--- config.mk ---
export PLATFORM = sky130hd
export DESIGN_NAME = circular_deque_controller
export DESIGN_NICKNAME = d
export VERILOG_FILES = /design/src/rtl/core/cdq_pkg.sv /design/src/rtl/core/cdq_ram.sv /design/src/rtl/core/cdq_dp.sv /design/src/rtl/core/cdq_ctrl.sv /design/src/rtl/core/circular_deque_controller.sv
export SDC_FILE = /design/constraint.sdc
export NUM_CORES = 1
export LEC_CHECK = 0
export ABC_AREA = 1
export BUFFER_PORTS_ARGS = -buffer_cell sky130_fd_sc_hd__buf_2
export CAP_MARGIN = 20
export CELL_PAD_IN_SITES_DETAIL_PLACEMENT = 1
export CELL_PAD_IN_SITES_GLOBAL_PLACEMENT = 1
export CORE_ASPECT_RATIO = 0.8
export CORE_MARGIN = 3
export CORE_UTILIZATION = 48
export CTS_BUF_LIST = sky130_fd_sc_hd__clkbuf_16
export CTS_CLUSTER_SIZE = 20
export DETAILED_ROUTE_END_ITERATION = 10
export GPL_TIMING_DRIVEN = 0
export PLACE_DENSITY_LB_ADDON = 0.15
export REMOVE_ABC_BUFFERS = 1
export SLEW_MARGIN = 30
export SYNTH_ARGS = -nofsm -noshare
export SYNTH_HDL_FRONTEND = slang
export SYNTH_SLANG_ARGS = --single-unit
--- constraint.sdc ---
create_clock -name clk -period 4.6 [get_ports clk]
set_clock_uncertainty 0.2 [all_clocks]
set_input_delay 1.38 -clock clk [delete_from_list [all_inputs] [get_ports clk]]
set_output_delay 1.38 -clock clk [all_outputs]
set_load 0.02 [all_outputs]
--- src/rtl/core/cdq_pkg.sv ---
// ----------------------------------------------------------------------------
// cdq_pkg
// Shared request and status codes plus the command and status bundles that
// pass between the deque controller and its datapath.
// ----------------------------------------------------------------------------
`default_nettype none

package cdq_pkg;

    // width of the tag fields on the ports
    localparam int TAG_PORT_W = 32;

    // request codes
    typedef enum logic [2:0] {
        REQ_PUSH_REAR  = 3'd0,
        REQ_PUSH_FRONT = 3'd1,
        REQ_POP_FRONT  = 3'd2,
        REQ_POP_REAR   = 3'd3,
        REQ_DUMP       = 3'd4
    } req_t;

    // result status codes
    typedef enum logic [1:0] {
        ST_OK    = 2'd0,
        ST_FULL  = 2'd1,
        ST_EMPTY = 2'd2
    } status_t;

    // controller to datapath commands
    typedef struct packed {
        logic    push;        // store tag_in at one end
        logic    pop;         // read and remove the tag at one end
        logic    front;       // end selector for push and pop
        logic    dump_start;  // read the front tag, scan pointer to head
        logic    scan_step;   // advance scan pointer and read that slot
        logic    ld_code;     // load a result word with no tag
        status_t code;        // status for ld_code
        logic    ld_tag;      // load a result word from the ram read data
        logic    tag_last;    // last flag for ld_tag
    } cdq_cmd_t;

    // datapath to controller status
    typedef struct packed {
        logic empty;
        logic full;
        logic scan_end;       // scan pointer sits on the rear tag
    } cdq_stat_t;

endpackage

`default_nettype wire

--- src/rtl/core/cdq_ram.sv ---
// ----------------------------------------------------------------------------
// cdq_ram
// Generic single-write, single-read RAM with a registered read port.
// ----------------------------------------------------------------------------
`default_nettype none

module cdq_ram #(
    parameter int WIDTH = 32,
    parameter int DEPTH = 8,
    localparam int ADDR_W = (DEPTH > 1) ? $clog2(DEPTH) : 1
) (
    input  wire logic              clk,
    input  wire logic              wr_en,
    input  wire logic [ADDR_W-1:0] wr_addr,
    input  wire logic [WIDTH-1:0]  wr_data,
    input  wire logic              rd_en,
    input  wire logic [ADDR_W-1:0] rd_addr,
    output logic      [WIDTH-1:0]  rd_data
);

    logic [WIDTH-1:0] mem [DEPTH];

    // write port
    always_ff @(posedge clk)
    begin
        if (wr_en)
        begin
            mem[wr_addr] <= wr_data;
        end
    end

    // registered read port
    always_ff @(posedge clk)
    begin
        if (rd_en)
        begin
            rd_data <= mem[rd_addr];
        end
    end

endmodule

`default_nettype wire

--- src/rtl/core/cdq_dp.sv ---
// ----------------------------------------------------------------------------
// cdq_dp
// Deque datapath: head, tail and empty registers, the scan pointer for dumps,
// the tag store and the result word register.
// ----------------------------------------------------------------------------
`default_nettype none

module cdq_dp
    import cdq_pkg::*;
#(
    parameter int DEPTH     = 8,
    parameter int TAG_WIDTH = 32
) (
    input  wire logic                  clk,
    input  wire logic                  rst_n,
    input  wire cdq_cmd_t              cmd,
    output cdq_stat_t                  stat,
    input  wire logic [TAG_PORT_W-1:0] tag_in,
    output status_t                    status,
    output logic      [TAG_PORT_W-1:0] tag_out,
    output logic                       last
);

    localparam int IDX_W = $clog2(DEPTH);
    localparam logic [IDX_W-1:0] LAST_IDX = IDX_W'(DEPTH - 1);

    logic [IDX_W-1:0] head_reg, head_next;
    logic [IDX_W-1:0] tail_reg, tail_next;
    logic [IDX_W-1:0] scan_reg, scan_next;
    logic             empty_reg, empty_next;

    logic [IDX_W-1:0] head_inc, head_dec, tail_inc, tail_dec, scan_inc;

    logic                  wr_en, rd_en;
    logic [IDX_W-1:0]      wr_addr, rd_addr;
    logic [TAG_WIDTH-1:0]  wr_tag, rd_data;

    status_t               status_reg;
    logic [TAG_PORT_W-1:0] tag_out_reg;
    logic                  last_reg;

    // wrapping neighbors of the pointers
    assign head_inc = (head_reg == LAST_IDX) ? '0 : head_reg + 1'b1;
    assign head_dec = (head_reg == '0) ? LAST_IDX : head_reg - 1'b1;
    assign tail_inc = (tail_reg == LAST_IDX) ? '0 : tail_reg + 1'b1;
    assign tail_dec = (tail_reg == '0) ? LAST_IDX : tail_reg - 1'b1;
    assign scan_inc = (scan_reg == LAST_IDX) ? '0 : scan_reg + 1'b1;

    // status toward the controller
    assign stat.empty    = empty_reg;
    assign stat.full     = !empty_reg && (tail_inc == head_reg);
    assign stat.scan_end = (scan_reg == tail_reg);

    // tag width adaption between ports and store
    assign wr_tag = TAG_WIDTH'(tag_in);

    // pointer updates and store access
    always_comb
    begin
        head_next  = head_reg;
        tail_next  = tail_reg;
        scan_next  = scan_reg;
        empty_next = empty_reg;
        wr_en      = 1'b0;
        wr_addr    = tail_inc;
        rd_en      = 1'b0;
        rd_addr    = head_reg;

        if (cmd.push)
        begin
            wr_en      = 1'b1;
            empty_next = 1'b0;
            priority if (empty_reg)
            begin
                head_next = '0;
                tail_next = '0;
                wr_addr   = '0;
            end
            else if (cmd.front)
            begin
                head_next = head_dec;
                wr_addr   = head_dec;
            end
            else
            begin
                tail_next = tail_inc;
                wr_addr   = tail_inc;
            end
        end

        if (cmd.pop)
        begin
            rd_en   = 1'b1;
            rd_addr = cmd.front ? head_reg : tail_reg;
            priority if (head_reg == tail_reg)
            begin
                empty_next = 1'b1;
                head_next  = '0;
                tail_next  = '0;
            end
            else if (cmd.front)
            begin
                head_next = head_inc;
            end
            else
            begin
                tail_next = tail_dec;
            end
        end

        if (cmd.dump_start)
        begin
            rd_en     = 1'b1;
            rd_addr   = head_reg;
            scan_next = head_reg;
        end

        if (cmd.scan_step)
        begin
            rd_en     = 1'b1;
            rd_addr   = scan_inc;
            scan_next = scan_inc;
        end
    end

    // control registers
    always_ff @(posedge clk or negedge rst_n)
    begin
        if (!rst_n)
        begin
            head_reg  <= '0;
            tail_reg  <= '0;
            scan_reg  <= '0;
            empty_reg <= 1'b1;
        end
        else
        begin
            head_reg  <= head_next;
            tail_reg  <= tail_next;
            scan_reg  <= scan_next;
            empty_reg <= empty_next;
        end
    end

    // tag store
    cdq_ram #(
        .WIDTH (TAG_WIDTH),
        .DEPTH (DEPTH)
    ) u_ram (
        .clk     (clk),
        .wr_en   (wr_en),
        .wr_addr (wr_addr),
        .wr_data (wr_tag),
        .rd_en   (rd_en),
        .rd_addr (rd_addr),
        .rd_data (rd_data)
    );

    // result word register
    always_ff @(posedge clk)
    begin
        if (cmd.ld_code)
        begin
            status_reg  <= cmd.code;
            tag_out_reg <= '0;
            last_reg    <= 1'b1;
        end
        else if (cmd.ld_tag)
        begin
            status_reg  <= ST_OK;
            tag_out_reg <= TAG_PORT_W'(rd_data);
            last_reg    <= cmd.tag_last;
        end
    end

    assign status  = status_reg;
    assign tag_out = tag_out_reg;
    assign last    = last_reg;

endmodule

`default_nettype wire

--- src/rtl/core/cdq_ctrl.sv ---
// ----------------------------------------------------------------------------
// cdq_ctrl
// Deque controller: decodes requests, sequences store reads for pops and
// dumps, and runs the handshake on both channels.
// ----------------------------------------------------------------------------
`default_nettype none

module cdq_ctrl
    import cdq_pkg::*;
(
    input  wire logic      clk,
    input  wire logic      rst_n,
    input  wire logic      req_valid,
    output logic           req_stall,
    input  wire req_t      req_type,
    output logic           rsp_valid,
    input  wire logic      rsp_stall,
    input  wire cdq_stat_t stat,
    output cdq_cmd_t       cmd
);

    typedef enum logic [2:0] {
        S_IDLE = 3'b001,
        S_RD   = 3'b010,
        S_OUT  = 3'b100
    } state_t;

    state_t state_reg, state_next;
    logic   dump_reg, dump_next;
    logic   req_acc;

    assign req_stall = (state_reg != S_IDLE);
    assign rsp_valid = (state_reg == S_OUT);
    assign req_acc   = req_valid && (state_reg == S_IDLE);

    // next state and commands
    always_comb
    begin
        state_next = state_reg;
        dump_next  = dump_reg;
        cmd        = '0;
        cmd.code   = ST_OK;

        unique case (state_reg)
            S_IDLE:
            begin
                if (req_acc)
                begin
                    unique case (req_type)
                        REQ_PUSH_REAR, REQ_PUSH_FRONT:
                        begin
                            cmd.ld_code = 1'b1;
                            if (stat.full)
                            begin
                                cmd.code = ST_FULL;
                            end
                            else
                            begin
                                cmd.push  = 1'b1;
                                cmd.front = (req_type == REQ_PUSH_FRONT);
                            end
                            state_next = S_OUT;
                        end
                        REQ_POP_FRONT, REQ_POP_REAR:
                        begin
                            dump_next = 1'b0;
                            if (stat.empty)
                            begin
                                cmd.ld_code = 1'b1;
                                cmd.code    = ST_EMPTY;
                                state_next  = S_OUT;
                            end
                            else
                            begin
                                cmd.pop    = 1'b1;
                                cmd.front  = (req_type == REQ_POP_FRONT);
                                state_next = S_RD;
                            end
                        end
                        REQ_DUMP:
                        begin
                            if (stat.empty)
                            begin
                                dump_next   = 1'b0;
                                cmd.ld_code = 1'b1;
                                cmd.code    = ST_EMPTY;
                                state_next  = S_OUT;
                            end
                            else
                            begin
                                dump_next      = 1'b1;
                                cmd.dump_start = 1'b1;
                                state_next     = S_RD;
                            end
                        end
                        default:
                        begin
                            // unknown request: dropped without a result
                            state_next = S_IDLE;
                        end
                    endcase
                end
            end
            S_RD:
            begin
                // read data is valid now
                cmd.ld_tag   = 1'b1;
                cmd.tag_last = dump_reg ? stat.scan_end : 1'b1;
                state_next   = S_OUT;
            end
            S_OUT:
            begin
                if (!rsp_stall)
                begin
                    if (dump_reg && !stat.scan_end)
                    begin
                        cmd.scan_step = 1'b1;
                        state_next    = S_RD;
                    end
                    else
                    begin
                        dump_next  = 1'b0;
                        state_next = S_IDLE;
                    end
                end
            end
            default:
            begin
                state_next = S_IDLE;
            end
        endcase
    end

    // state registers
    always_ff @(posedge clk or negedge rst_n)
    begin
        if (!rst_n)
        begin
            state_reg <= S_IDLE;
            dump_reg  <= 1'b0;
        end
        else
        begin
            state_reg <= state_next;
            dump_reg  <= dump_next;
        end
    end

endmodule

`default_nettype wire

--- src/rtl/core/circular_deque_controller.sv ---
// ----------------------------------------------------------------------------
// circular_deque_controller
// Double-ended queue of tags kept in a circular store of DEPTH slots.
// ----------------------------------------------------------------------------
// Requests push a tag at the rear or front, pop one from the front or rear,
// or dump all queued tags front to rear without changing the queue. Each
// request gives one result word (status, tag_out, last), except a dump of a
// non-empty queue, which gives one word per queued tag with last set on the
// rear tag, and an unknown request code, which gives none. One request is in
// work at a time: req_stall is low only when the block is idle. A push, or
// any request that ends in a full or empty status, shows its word in the
// next cycle; a pop and every dumped tag first pass through a read state for
// the registered read of the tag store, then show their word. The store has
// no reset; only slots that hold queued tags are ever read.
// ----------------------------------------------------------------------------
`default_nettype none

module circular_deque_controller
    import cdq_pkg::*;
#(
    parameter int DEPTH     = 8,
    parameter int TAG_WIDTH = 32
) (
    input  wire logic                  clk,
    input  wire logic                  rst_n,
    input  wire logic                  req_valid,
    output logic                       req_stall,
    input  wire logic [2:0]            req_type,
    input  wire logic [TAG_PORT_W-1:0] tag_in,
    output logic                       rsp_valid,
    input  wire logic                  rsp_stall,
    output logic      [1:0]            status,
    output logic      [TAG_PORT_W-1:0] tag_out,
    output logic                       last
);

    cdq_cmd_t  cmd;
    cdq_stat_t stat;
    status_t   status_code;

    // sequencer
    cdq_ctrl u_ctrl (
        .clk       (clk),
        .rst_n     (rst_n),
        .req_valid (req_valid),
        .req_stall (req_stall),
        .req_type  (req_t'(req_type)),
        .rsp_valid (rsp_valid),
        .rsp_stall (rsp_stall),
        .stat      (stat),
        .cmd       (cmd)
    );

    // pointers, store and result word
    cdq_dp #(
        .DEPTH     (DEPTH),
        .TAG_WIDTH (TAG_WIDTH)
    ) u_dp (
        .clk     (clk),
        .rst_n   (rst_n),
        .cmd     (cmd),
        .stat    (stat),
        .tag_in  (tag_in),
        .status  (status_code),
        .tag_out (tag_out),
        .last    (last)
    );

    assign status = status_code;

endmodule

`default_nettype wire

==> metrics.md, run 1 <==
| Metric | Value |
|---|---|
| Status | `finished clean` |
| Hold path depth | `2` |
| I/O Buffers | `between 70 and 80` |
| Placed wire-length estimate | `25700 µm` |
| Layout area overhead | `17.0%` |
| Htree depth | `2` |
| Cells after synthesis | `approximately 1.5k` |
| Power per cell area | `591 nW/µm²` |
| Slew Viols, Final | `0` |
| R2R setup slack | `0.47 ns` |
| RSZ-0062 raised after global routing | `no` |
| Delay-heaviest family, CP | `simple AND/OR/NAND/NOR gates` |
| Row count | `57` |
| Max-cap viol count | `0` |
| Post-synthesis cell area | `14900 µm²` |
| Commonest cells after routing, fill and taps aside | `nand2_1, inv_1, nand3_1` |
| Setup slack after layout | `0.474 ns` |
| Placement Setup Slack | `a little under 0.2 ns` |
| Path depth of the worst reg2reg path | `18` |
| HP Class | `flip-flop to flip-flop` |
| Crit-path max cell delay | `0.51 ns` |
| Post-cts resize count | `0` |
| Total power | `approximately 10 mW` |
| Final setup fails | `0` |
| Initial antenna violation count | `3` |
| Critical Path RT | `~4.6 ns` |
| Pin count of the biggest net entering global routing | `66` |
| Bufs and invs on worst path | `7` |
| Clock buffer count from CTS | `36` |
| Critical path, cell by cell | `inv_1 -> ha_1 -> inv_1 -> nand2_1 -> nand3_1 -> nor2_1 -> nand2_1 -> nand3_1 -> inv_1 -> nand2_1 -> inv_1 -> a21oi_1 -> o21ai_0 -> inv_1 -> nand2_1 -> nor2_4 -> buf_16 -> buf_16` |
| Clock slew at reported path FFs | `around 0.060 ns` |
| Via count | `10.8k` |
| Final nets | `1623` |
| Clk sink count | `roughly 340` |
| Hold_buf cts | `0` |
| Fill count | `3402` |
| Worst-path maximum fanout | `13` |
| Worst path most repeated cell | `inv_1` |
| Die Y | `164 µm` |
| DIE WIDTH | `just over 200 µm` |
| Layout Cells excl Fill | `2017` |
| CP endpoint kind | `flip-flop` |
| GRT overflow | `0` |
| IO Pins | `76` |
| First-pass GRT wire length | `approximately 64000 µm` |
| Reg-to-Reg End | `u_dp.u_ram.mem[5][18]` |
| Critical Path AT | `4.15 ns` |
| Vias in the first global route | `about 11k` |
| Total Wirelength | `40600 µm` |
| Crit start category | `flip-flop` |
| Max FFs per register | `~260` |
| FF-to-FF Start | `u_dp.tail_reg[0]` |
| Slew @ Worst Pin | `between 0.8 and 0.9 ns` |
| Syn_area_per_cell | `9.95 µm²` |
| Final Critical Period | `4.13 ns` |
| Commonest non-fill, non-tap cell in the layout | `nand2_1` |
| Hold Crit Endpoint | `u_dp.tag_out[6]` |
| Crit path kind | `flip-flop to flip-flop` |
| Initial Utilization | `48.9%` |
| Root buf cell | `clkbuf_16` |
| DRT iter0 DRCs | `708` |
| Slew headroom | `45.2%` |
| Distinct cells, synth | `40` |
| Core footprint | `~31000 µm²` |
| Register area | `9720 µm²` |
| Pre-antenna DRT Iters | `5` |
| Layout cells sized above 1 | `12.0%` |
| CTS tree | `built` |
| Seq cells post-synth | `337` |
| Setup TNS | `0 ns` |
| Via density | `roughly 5.3` |
| ANT nets after route | `0` |
| Multi-input gate area | `between 3000 and 4000 µm²` |
| Post-CTS Setup Bufs | `0` |
| Maximum VDD drop | `about 340 µV` |
| Total Routing Usage GR | `24.9%` |
| Worst hold start | `u_dp.tag_out[6]` |
| Max Freq | `0.242 GHz` |
| Register area share after synthesis | `between 60% and 70%` |
| Max Buffers Root-to-Sink | `3` |
| Fin crit share | `89.7%` |
| Yosys warns | `0` |
| Placed Cells | `1949` |
| Die area | `roughly 33000 µm²` |
| Final hold viol count | `0` |
| Leak pwr | `7.75 nW` |
| DRC | `0` |
| DR WL/cell | `~20 µm` |
| Worst-Skew Late Latency | `around 0.53 ns` |
| RePlAce Congestion | `0.857` |
| Slowest-stage cell, CP | `dfrtp_1` |
==> kinds of logic after synthesis <==
group / count (synthesis) / share of synthesized area, %
buffers and inverters: 367 / 9.95
AND/OR/NAND/NOR: 711 / 21.2
multiplexers: 1 / 0.0671
flip-flops: 337 / 65.2
AO/OA/AOI/OAI: 71 / 2.64
adder cells (fa/ha/maj): 10 / 0.839
XOR/XNOR: 2 / 0.117
==> cell type report <==
| class | count | area share, % |
|---|---|---|
| flip-flops and latches | 337 | 55.7 |
| multi-input cells | 795 | 22.0 |
| repair buffers | 110 | 6.52 |
| inverters | 294 | 6.34 |
| clock buffers | 38 | 5.45 |
| well taps | 413 | 2.96 |
| clock inverters | 28 | 0.982 |
| diodes | 2 | 0.0287 |
==> how the worst max path moves through the flow <==
stage                     cells after the start                      to        startpoint  slack [ns]
after floorplan                              10   u_dp.u_ram.rd_data[0]         rsp_stall       -1.36
after global placement                       11  u_dp.u_ram.rd_data[22]         rsp_stall       -4.91
after detailed placement                     17   u_dp.u_ram.rd_data[1]       req_type[2]        0.19
after CTS                                    18   u_dp.u_ram.mem[5][18]  u_dp.tail_reg[0]        0.53
after global routing                         18   u_dp.u_ram.mem[4][18]  u_dp.tail_reg[0]        0.19
final                                        18   u_dp.u_ram.mem[5][18]  u_dp.tail_reg[0]        0.47
==> cell usage after synthesis, drive strengths merged <==
master  number  share of area [%]
a211oi       2               0.10
a21oi       42                1.4
a41oi        1              0.059
buf         60                2.2
clkbuf      13               0.33
clkinv       1              0.025
dfrtp       12                2.0
dfstp        2               0.35
dfxtp       33                4.4
edfxtp     290                 58
ha          10               0.84
inv        293                7.4
mux2i        1              0.067
nand2      364                9.2
nand3      306                 10
nand4        6               0.45
nor2        25               0.79
nor3         8               0.30
nor4         1              0.042
o211ai       4               0.20
o21ai       15               0.50
o221ai       2               0.12
o22ai        2              0.084
o31ai        1              0.050
o32ai        1              0.059
o41ai        1              0.059
or2          1              0.042
xor2         2               0.12
==> per-layer routing <==
layer | GRT usage (%) | up-vias | routed length, µm
met1 | 31.2 | 5372 | 17200
li1 | - | 5061 | -
met5 | 0 | - | 20
met2 | 45.1 | 273 | 20500
met3 | 4.10 | 70 | 2080
met4 | 6.57 | 4 | 847
==> power by group <==
| group | internal [mW] | total, mW | switching [mW] |
|---|---|---|---|
| Clock | 1.60 | 2.75 | 1.15 |
| Sequential | 3.77 | 3.96 | 0.185 |
| Combinational | 1.15 | 3.61 | 2.46 |
| Total | 6.52 | 10.3 | 3.80 |
==> per-stage QoR <==
stage | hold WS (ns) | utilization, % | cell area (µm²)
2_1_floorplan | 0.293 | - | 14500
3_3_place_gp | 0.244 | 50.6 | 15400
3_5_place_dp | 0.254 | 53.5 | 16300
4_1_cts | 0.263 | 57.2 | 17500
5_1_grt | 0.280 | 57.2 | 17500
6_report | 0.257 | 57.2 | 17500
==> worst min-delay path, stage by stage (launching register included) <==
cell	delay, ns
dfxtp_1	0.30
nand2_1	0.06
a21oi_1	0.05
Note: power is estimated with default switching activity, not from simulation.
==> run 2: changes to the inputs <==
--- a/config.mk
+++ b/config.mk
@@ -19,6 +19,7 @@
 export GPL_TIMING_DRIVEN = 0
 export PLACE_DENSITY_LB_ADDON = 0.15
 export REMOVE_ABC_BUFFERS = 1
+export SETUP_SLACK_MARGIN = 0.5
 export SLEW_MARGIN = 30
 export SYNTH_ARGS = -nofsm -noshare
 export SYNTH_HDL_FRONTEND = slang
==> run 2 against run 1 <==
Effect of this change: via count is 1.2% higher; hold slack hardly changed; critical endpoint unchanged; register-to-register slack better by 0.17 ns; fmax is 4.2% higher; worst setup slack better by 0.17 ns; cell area is 1.5% higher; flip-flop and latch count stayed put; non-clock buffer count is 17 higher; core utilization is 0.83 points higher; power is 1.5% higher; count of clock-buffer cells in the layout stayed put; largest cell class unchanged.
==> metrics.md, run 2 (same netlist as run 1, synthesis figures left out) <==
| Metric | Value |
|---|---|
| IO Pins | `76` |
| Final setup fails | `0` |
| R2R setup slack | `0.64 ns` |
| Slew Viols, Final | `0` |
| Worst-path maximum fanout | `13` |
| Max Buffers Root-to-Sink | `3` |
| I/O Buffers | `75` |
| Design area | `17700 µm²` |
| Row count | `57` |
| Layout cells sized above 1 | `13.1%` |
| Setup TNS | `0 ns` |
| Sw Share | `37.2%` |
| Crit start category | `flip-flop` |
| First-pass GRT wire length | `~64000 µm` |
| Fill count | `3391` |
| Power per cell area | `591 nW/µm²` |
| Fin crit share | `86.1%` |
| Final Critical Period | `3.96 ns` |
| Vias in the first global route | `11.5k` |
| Leak pwr | `7.88 nW` |
| HP Class | `flip-flop to flip-flop` |
| Internal power | `around 6.6 mW` |
| Clock share of power | `26.4%` |
| P_sw | `between 3 and 4 mW` |
| DIE WIDTH | `203 µm` |
| Max FFs per register | `approximately 260` |
| Htree depth | `2` |
| RSZ-0062 raised after global routing | `no` |
| RePlAce Congestion | `~0.86` |
| Final nets | `1641` |
| Status | `finished clean` |
| GRT overflow | `0` |
| Worst path depth | `18` |
| Die area | `33300 µm²` |
| Max Freq | `~0.25 GHz` |
| Placed wire-length estimate | `25700 µm` |
| Pre-antenna DRT Iters | `5` |
| Total power | `10.5 mW` |
| Setup slack after layout | `0.640 ns` |
| Via count | `10.9k` |
| Root buf cell | `clkbuf_16` |
| Clock slew at reported path FFs | `0.06 ns` |
| CP endpoint kind | `flip-flop` |
| Layout area overhead | `18.7%` |
| Max-cap viol count | `0` |
| Register area | `9720 µm²` |
| DR WL/cell | `20.7 µm` |
| Commonest non-fill, non-tap cell in the layout | `nand2_1` |
| Sequential share of power | `between 30% and 40%` |
| Slew headroom | `~43%` |
| Slowest-stage cell, CP | `dfrtp_2` |
| Commonest cells after routing, fill and taps aside | `nand2_1, inv_1, nand3_1` |
| Final hold viol count | `0` |
| Bufs and invs on worst path | `6` |
| Initial Utilization | `48.9%` |
| Area after DPL | `roughly 16000 µm²` |
| Delay-heaviest family, CP | `simple AND/OR/NAND/NOR gates` |
| Combinational share of power | `35.8%` |
| Die Y | `164 µm` |
| Crit-path max cell delay | `0.47 ns` |
| Path depth of the worst reg2reg path | `18` |
| Critical Path AT | `~4.0 ns` |
| Crit path kind | `flip-flop to flip-flop` |
| DRT iter0 DRCs | `827` |
| CTS tree | `built` |
| Critical Path RT | `4.63 ns` |
| Total Wirelength | `42100 µm` |
| Total Routing Usage GR | `24.9%` |
| Clk sink count | `337` |
| Pin count of the biggest net entering global routing | `66` |
| Clock buffer count from CTS | `36` |
| Placement Setup Slack | `0.193 ns` |
| Initial antenna violation count | `3` |
| Critical path, cell by cell | `ha_1 -> ha_1 -> inv_1 -> nand2_1 -> nand3_1 -> nor2_1 -> nand2_1 -> nand3_1 -> inv_1 -> nand2_1 -> inv_1 -> a21oi_1 -> o21ai_0 -> inv_1 -> nand2_1 -> nor2_4 -> buf_16 -> buf_16` |
| Core footprint | `30500 µm²` |
| Slew @ Worst Pin | `0.851 ns` |
| Via density | `5.36` |
| Maximum VDD drop | `331 µV` |
| Multi-input gate area | `3870 µm²` |
| Hold path depth | `2` |
| DRC | `0` |
| Worst-Skew Late Latency | `between 0.5 and 0.6 ns` |
| ANT nets after route | `0` |
## run 2: changes by cell type in the layout (fill, tap and decap cells not counted), sizes merged
cell	before	now
nand2	364	365
buf	110	126
clkbuf	38	39
## run 2: worst paths after layout
kind | startpoint | to
setup / recovery | u_dp.tail_reg[0] | u_dp.u_ram.mem[5][18]
hold / removal | u_dp.tag_out[6] | u_dp.tag_out[6]
setup reg to reg | u_dp.tail_reg[0] | u_dp.u_ram.mem[5][18]
hold reg to reg | u_dp.tag_out[6] | u_dp.tag_out[6]
max in group asynchronous | rst_n | u_dp.empty_reg
min in group asynchronous | rst_n | u_dp.tail_reg[1]
## run 2: final cells by class
type                            count  area share [%]
Antenna cell                        2          0.0283
Clock buffer                       38            5.37
Clock inverter                     28           0.968
Inverter                          294            6.25
Multi-Input combinational cell    796            21.9
Sequential cell                   337            54.9
Tap cell                          413            2.92
Timing Repair Buffer              127            7.71
## run 2: worst register-to-register path, delay by kind of cell (launching register included)
family	cells	cell delay [ns]
AOI/OAI and AO/OA	2	0.41
adders and majority gates	2	0.54
buffers and inverters	6	0.87
DFF	1	0.47
and+or+nand+nor	8	1.15
## run 2: power by group through the flow
stage | Sequential, mW | Clock [mW] | Combinational, mW
2_1_floorplan | 4.17 | 0 | 2.03
3_3_place_gp | 4.01 | 0 | 3.25
3_5_place_dp | 4.02 | 0 | 3.59
4_1_cts | 3.96 | 2.81 | 3.63
5_1_grt | 3.99 | 2.94 | 4.15
6_report | 3.96 | 2.76 | 3.75
## run 2: through the flow
stage	hold WS (ns)	cells	util (%)
detailed placement	0.254	1949	53.5
CTS	0.263	2015	57.2
floorplan	0.293	1426	-
global route	0.287	2034	58.0
global placement	0.244	1914	50.6
finish	0.257	2035	58.0
## run 2: layer usage
metal  vias to the layer above  GRT usage [%]  share of wire (%)
met1                      5479           31.2                 43
met3                        67           4.10                4.6
li1                       5100              -                  -
met4                         4           6.57                1.8
met5                         -              0              0.047
met2                       260           45.1                 51
## run 2: repair_timing
action	CTS	global route
gates resized for setup	0	4
setup endpoints to repair	0	227
hold buffers	0	0
setup buffers	0	16
==> run 3: changes to the inputs <==
--- a/config.mk
+++ b/config.mk
@@ -9,10 +9,10 @@
 export BUFFER_PORTS_ARGS = -buffer_cell sky130_fd_sc_hd__buf_2
 export CAP_MARGIN = 20
 export CELL_PAD_IN_SITES_DETAIL_PLACEMENT = 1
-export CELL_PAD_IN_SITES_GLOBAL_PLACEMENT = 1
+export CELL_PAD_IN_SITES_GLOBAL_PLACEMENT = 2
 export CORE_ASPECT_RATIO = 0.8
 export CORE_MARGIN = 3
-export CORE_UTILIZATION = 48
+export CORE_UTILIZATION = 40
 export CTS_BUF_LIST = sky130_fd_sc_hd__clkbuf_16
 export CTS_CLUSTER_SIZE = 20
 export DETAILED_ROUTE_END_ITERATION = 10
@@ -20,7 +20,7 @@
 export PLACE_DENSITY_LB_ADDON = 0.15
 export REMOVE_ABC_BUFFERS = 1
 export SETUP_SLACK_MARGIN = 0.5
-export SLEW_MARGIN = 30
+export SLEW_MARGIN = 15
 export SYNTH_ARGS = -nofsm -noshare
 export SYNTH_HDL_FRONTEND = slang
 export SYNTH_SLANG_ARGS = --single-unit
==> constraint.sdc (replaced) <==
create_clock -name clk -period 4.6 [get_ports clk]
set_clock_uncertainty 0.2 [all_clocks]
set_input_delay 0.92 -clock clk [delete_from_list [all_inputs] [get_ports clk]]
set_output_delay 0.92 -clock clk [all_outputs]
set_load 0.02 [all_outputs]
==> run 3 against run 2 <==
Effect of this change: register-to-register slack improved by 0.16 ns; critical path type unchanged; largest power group unchanged; global-route usage fell by 4.6 points; sequential power barely moved; hold slack got worse by 0.14 ns; clock power fell by 5%; wire length fell by 2.3%; largest cell class unchanged; cell count rose by 2.8%.
==> metrics.md, run 3 (same netlist as run 1, synthesis figures left out) <==
| Metric | Value |
|---|---|
| Crit start category | `flip-flop` |
| Status | `finished clean` |
| Htree depth | `2` |
| Path depth of the worst reg2reg path | `19` |
| R2R setup slack | `0.80 ns` |
| First-pass GRT wire length | `between 60000 and 70000 µm` |
| Pre-antenna DRT Iters | `5` |
| Core footprint | `~36000 µm²` |
| Via density | `about 5.1` |
| Final hold viol count | `0` |
| Delay-heaviest family, CP | `simple AND/OR/NAND/NOR gates` |
| Pin count of the biggest net entering global routing | `62` |
| DRC | `0` |
| Root buf cell | `clkbuf_16` |
| Total Routing Usage GR | `20.3%` |
| FF-to-FF Start | `u_dp.tail_reg[0]` |
| Internal power | `around 6.4 mW` |
| Hold_buf cts | `0` |
| Initial Utilization | `between 40 and 50%` |
| Worst path most repeated cell | `nand2_1` |
| Sw Share | `37.8%` |
| Maximum VDD drop | `330 µV` |
| Setup slack after layout | `0.796 ns` |
| Max FFs per register | `256` |
| HP Class | `primary input to async pin` |
| Slew @ Worst Pin | `0.812 ns` |
| Worst-path maximum fanout | `42` |
| Max Buffers Root-to-Sink | `3` |
| Clock buffer count from CTS | `37` |
| Commonest non-fill, non-tap cell in the layout | `nand2_1` |
| Slowest-stage cell, CP | `dfrtp_2` |
| Die area | `between 30000 and 40000 µm²` |
| CP endpoint kind | `flip-flop` |
| Placed wire-length estimate | `24300 µm` |
| Max Freq | `roughly 0.26 GHz` |
| DIE WIDTH | `between 200 and 250 µm` |
| ANT nets after route | `0` |
| Final Util | `48.3%` |
| Clock slew at reported path FFs | `0.06 ns` |
| Total power | `~10 mW` |
| IO Pins | `76` |
| Vias in the first global route | `10.8k` |
| Critical Path RT | `roughly 4.7 ns` |
| Clk sink count | `337` |
| Critical Path AT | `3.87 ns` |
| Total Wirelength | `41100 µm` |
| DR WL/cell | `19.7 µm` |
| Initial antenna violation count | `3` |
| Power per cell area | `slightly below 600 nW/µm²` |
| Die Y | `179 µm` |
| Final Critical Period | `3.80 ns` |
| Placement Setup Slack | `0.420 ns` |
| Row count | `62` |
| Slew Viols, Final | `0` |
| Combinational share of power | `between 30% and 40%` |
| GRT overflow | `0` |
| Placed Cells | `2008` |
| Bufs and invs on worst path | `4` |
| Max-cap viol count | `0` |
| RePlAce Congestion | `0.814` |
| DRT iter0 DRCs | `approximately 720` |
| Area after DPL | `16300 µm²` |
| Leak pwr | `7.71 nW` |
| CTS tree | `built` |
| Crit path kind | `flip-flop to flip-flop` |
| Fin crit share | `82.7%` |
| Fill count | `4038` |
| Layout area overhead | `17.4%` |
| Commonest cells after routing, fill and taps aside | `nand2_1, nand3_1, edfxtp_1` |
| Setup TNS | `0 ns` |
| Slew headroom | `a little under half` |
| Sequential share of power | `38.6%` |
| Clock share of power | `between 20% and 30%` |
| I/O Buffers | `75` |
| WHS | `around 0.12 ns` |
| Layout Cells excl Fill | `2092` |
| RSZ-0062 raised after global routing | `yes` |
| Worst-Skew Late Latency | `0.52 ns` |
| P_sw | `between 3 and 4 mW` |
| Layout cells sized above 1 | `13.0%` |
| Critical path, cell by cell | `ha_1 -> ha_1 -> inv_1 -> nand2_1 -> nand3_1 -> nor2_1 -> nand2_1 -> nand2_1 -> nand4_4 -> nand2_1 -> nand3_1 -> nand2_8 -> buf_16 -> inv_8 -> buf_12 -> nand3_1 -> nand2_1 -> nand2_1 -> nand2_1` |
| Via count | `approximately 11k` |
| Design area | `~18000 µm²` |
| Crit-path max cell delay | `0.46 ns` |
| Reg-to-Reg End | `u_dp.u_ram.rd_data[25]` |
| Final nets | `about 1.6k` |
| Final setup fails | `0` |
==> run 3: changes by cell type in the layout (fill, tap and decap cells not counted), sizes merged <==
| cell | delta |
|---|---|
| nand2 | +2 |
| clkinv | +15 |
| bufinv | -2 |
| diode | -1 |
| clkbuf | -2 |
| inv | -12 |
| buf | -11 |
| nand3 | +1 |
==> run 3: layer usage <==
metal	vias up	share of wire, %	wire [µm]	GRT usage, %
met3	55	4.4	1790	3.22
met4	4	1.8	725	4.66
met1	5321	46	18900	27.5
li1	5079	-	-	-
met2	186	48	19700	34.6
met5	-	0.051	21	0
==> run 3: worst register-to-register path, delay by kind of cell, from the launching register on <==
family / cells / cell delay (ns)
fa+ha+maj: 2 / 0.52
simple gates: 13 / 1.55
buf+inv: 4 / 0.81
flops: 1 / 0.46
==> run 3: worst max-delay path by stage <==
stage,start,endpoint,slack [ns],depth (start not counted)
after floorplan,rsp_stall,u_dp.u_ram.rd_data[0],-0.90,10
after global placement,rsp_stall,u_dp.u_ram.rd_data[20],-5.01,11
after detailed placement,u_dp.tail_reg[0],u_dp.u_ram.rd_data[26],0.42,18
after CTS,u_dp.tail_reg[0],u_dp.u_ram.mem[4][10],0.52,18
after global routing,u_dp.tail_reg[0],u_dp.u_ram.rd_data[20],0.50,18
final,u_dp.tail_reg[0],u_dp.u_ram.rd_data[25],0.80,19
==> run 3: power by group through the flow <==
stage | Clock [mW] | Combinational (mW) | Sequential, mW
finish | 2.62 | 3.67 | 3.96
global route | 2.82 | 4.10 | 4.00
CTS | 2.70 | 3.61 | 3.96
detailed placement | 0 | 3.57 | 4.02
global placement | 0 | 3.35 | 4.03
floorplan | 0 | 2.03 | 4.17
==> run 3: final cells by class <==
class | count | area, µm² | share of cell area, %
Clock buffer | 37 | 926 | 5.28
Sequential cell | 337 | 9720 | 55.5
Tap cell | 480 | 601 | 3.43
Antenna cell | 1 | 2.50 | 0.0143
Multi-Input combinational cell | 799 | 3930 | 22.4
Clock inverter | 29 | 130 | 0.743
Inverter | 294 | 1110 | 6.35
Timing Repair Buffer | 115 | 1100 | 6.28
==> run 3: timing repair <==
item / 4_1_cts / 5_1_grt
gates cloned: 1 / 3
setup buffers: 2 / 11
setup endpoints to repair: 79 / 217
pin swaps: 2 / 9
resized for setup: 2 / 7
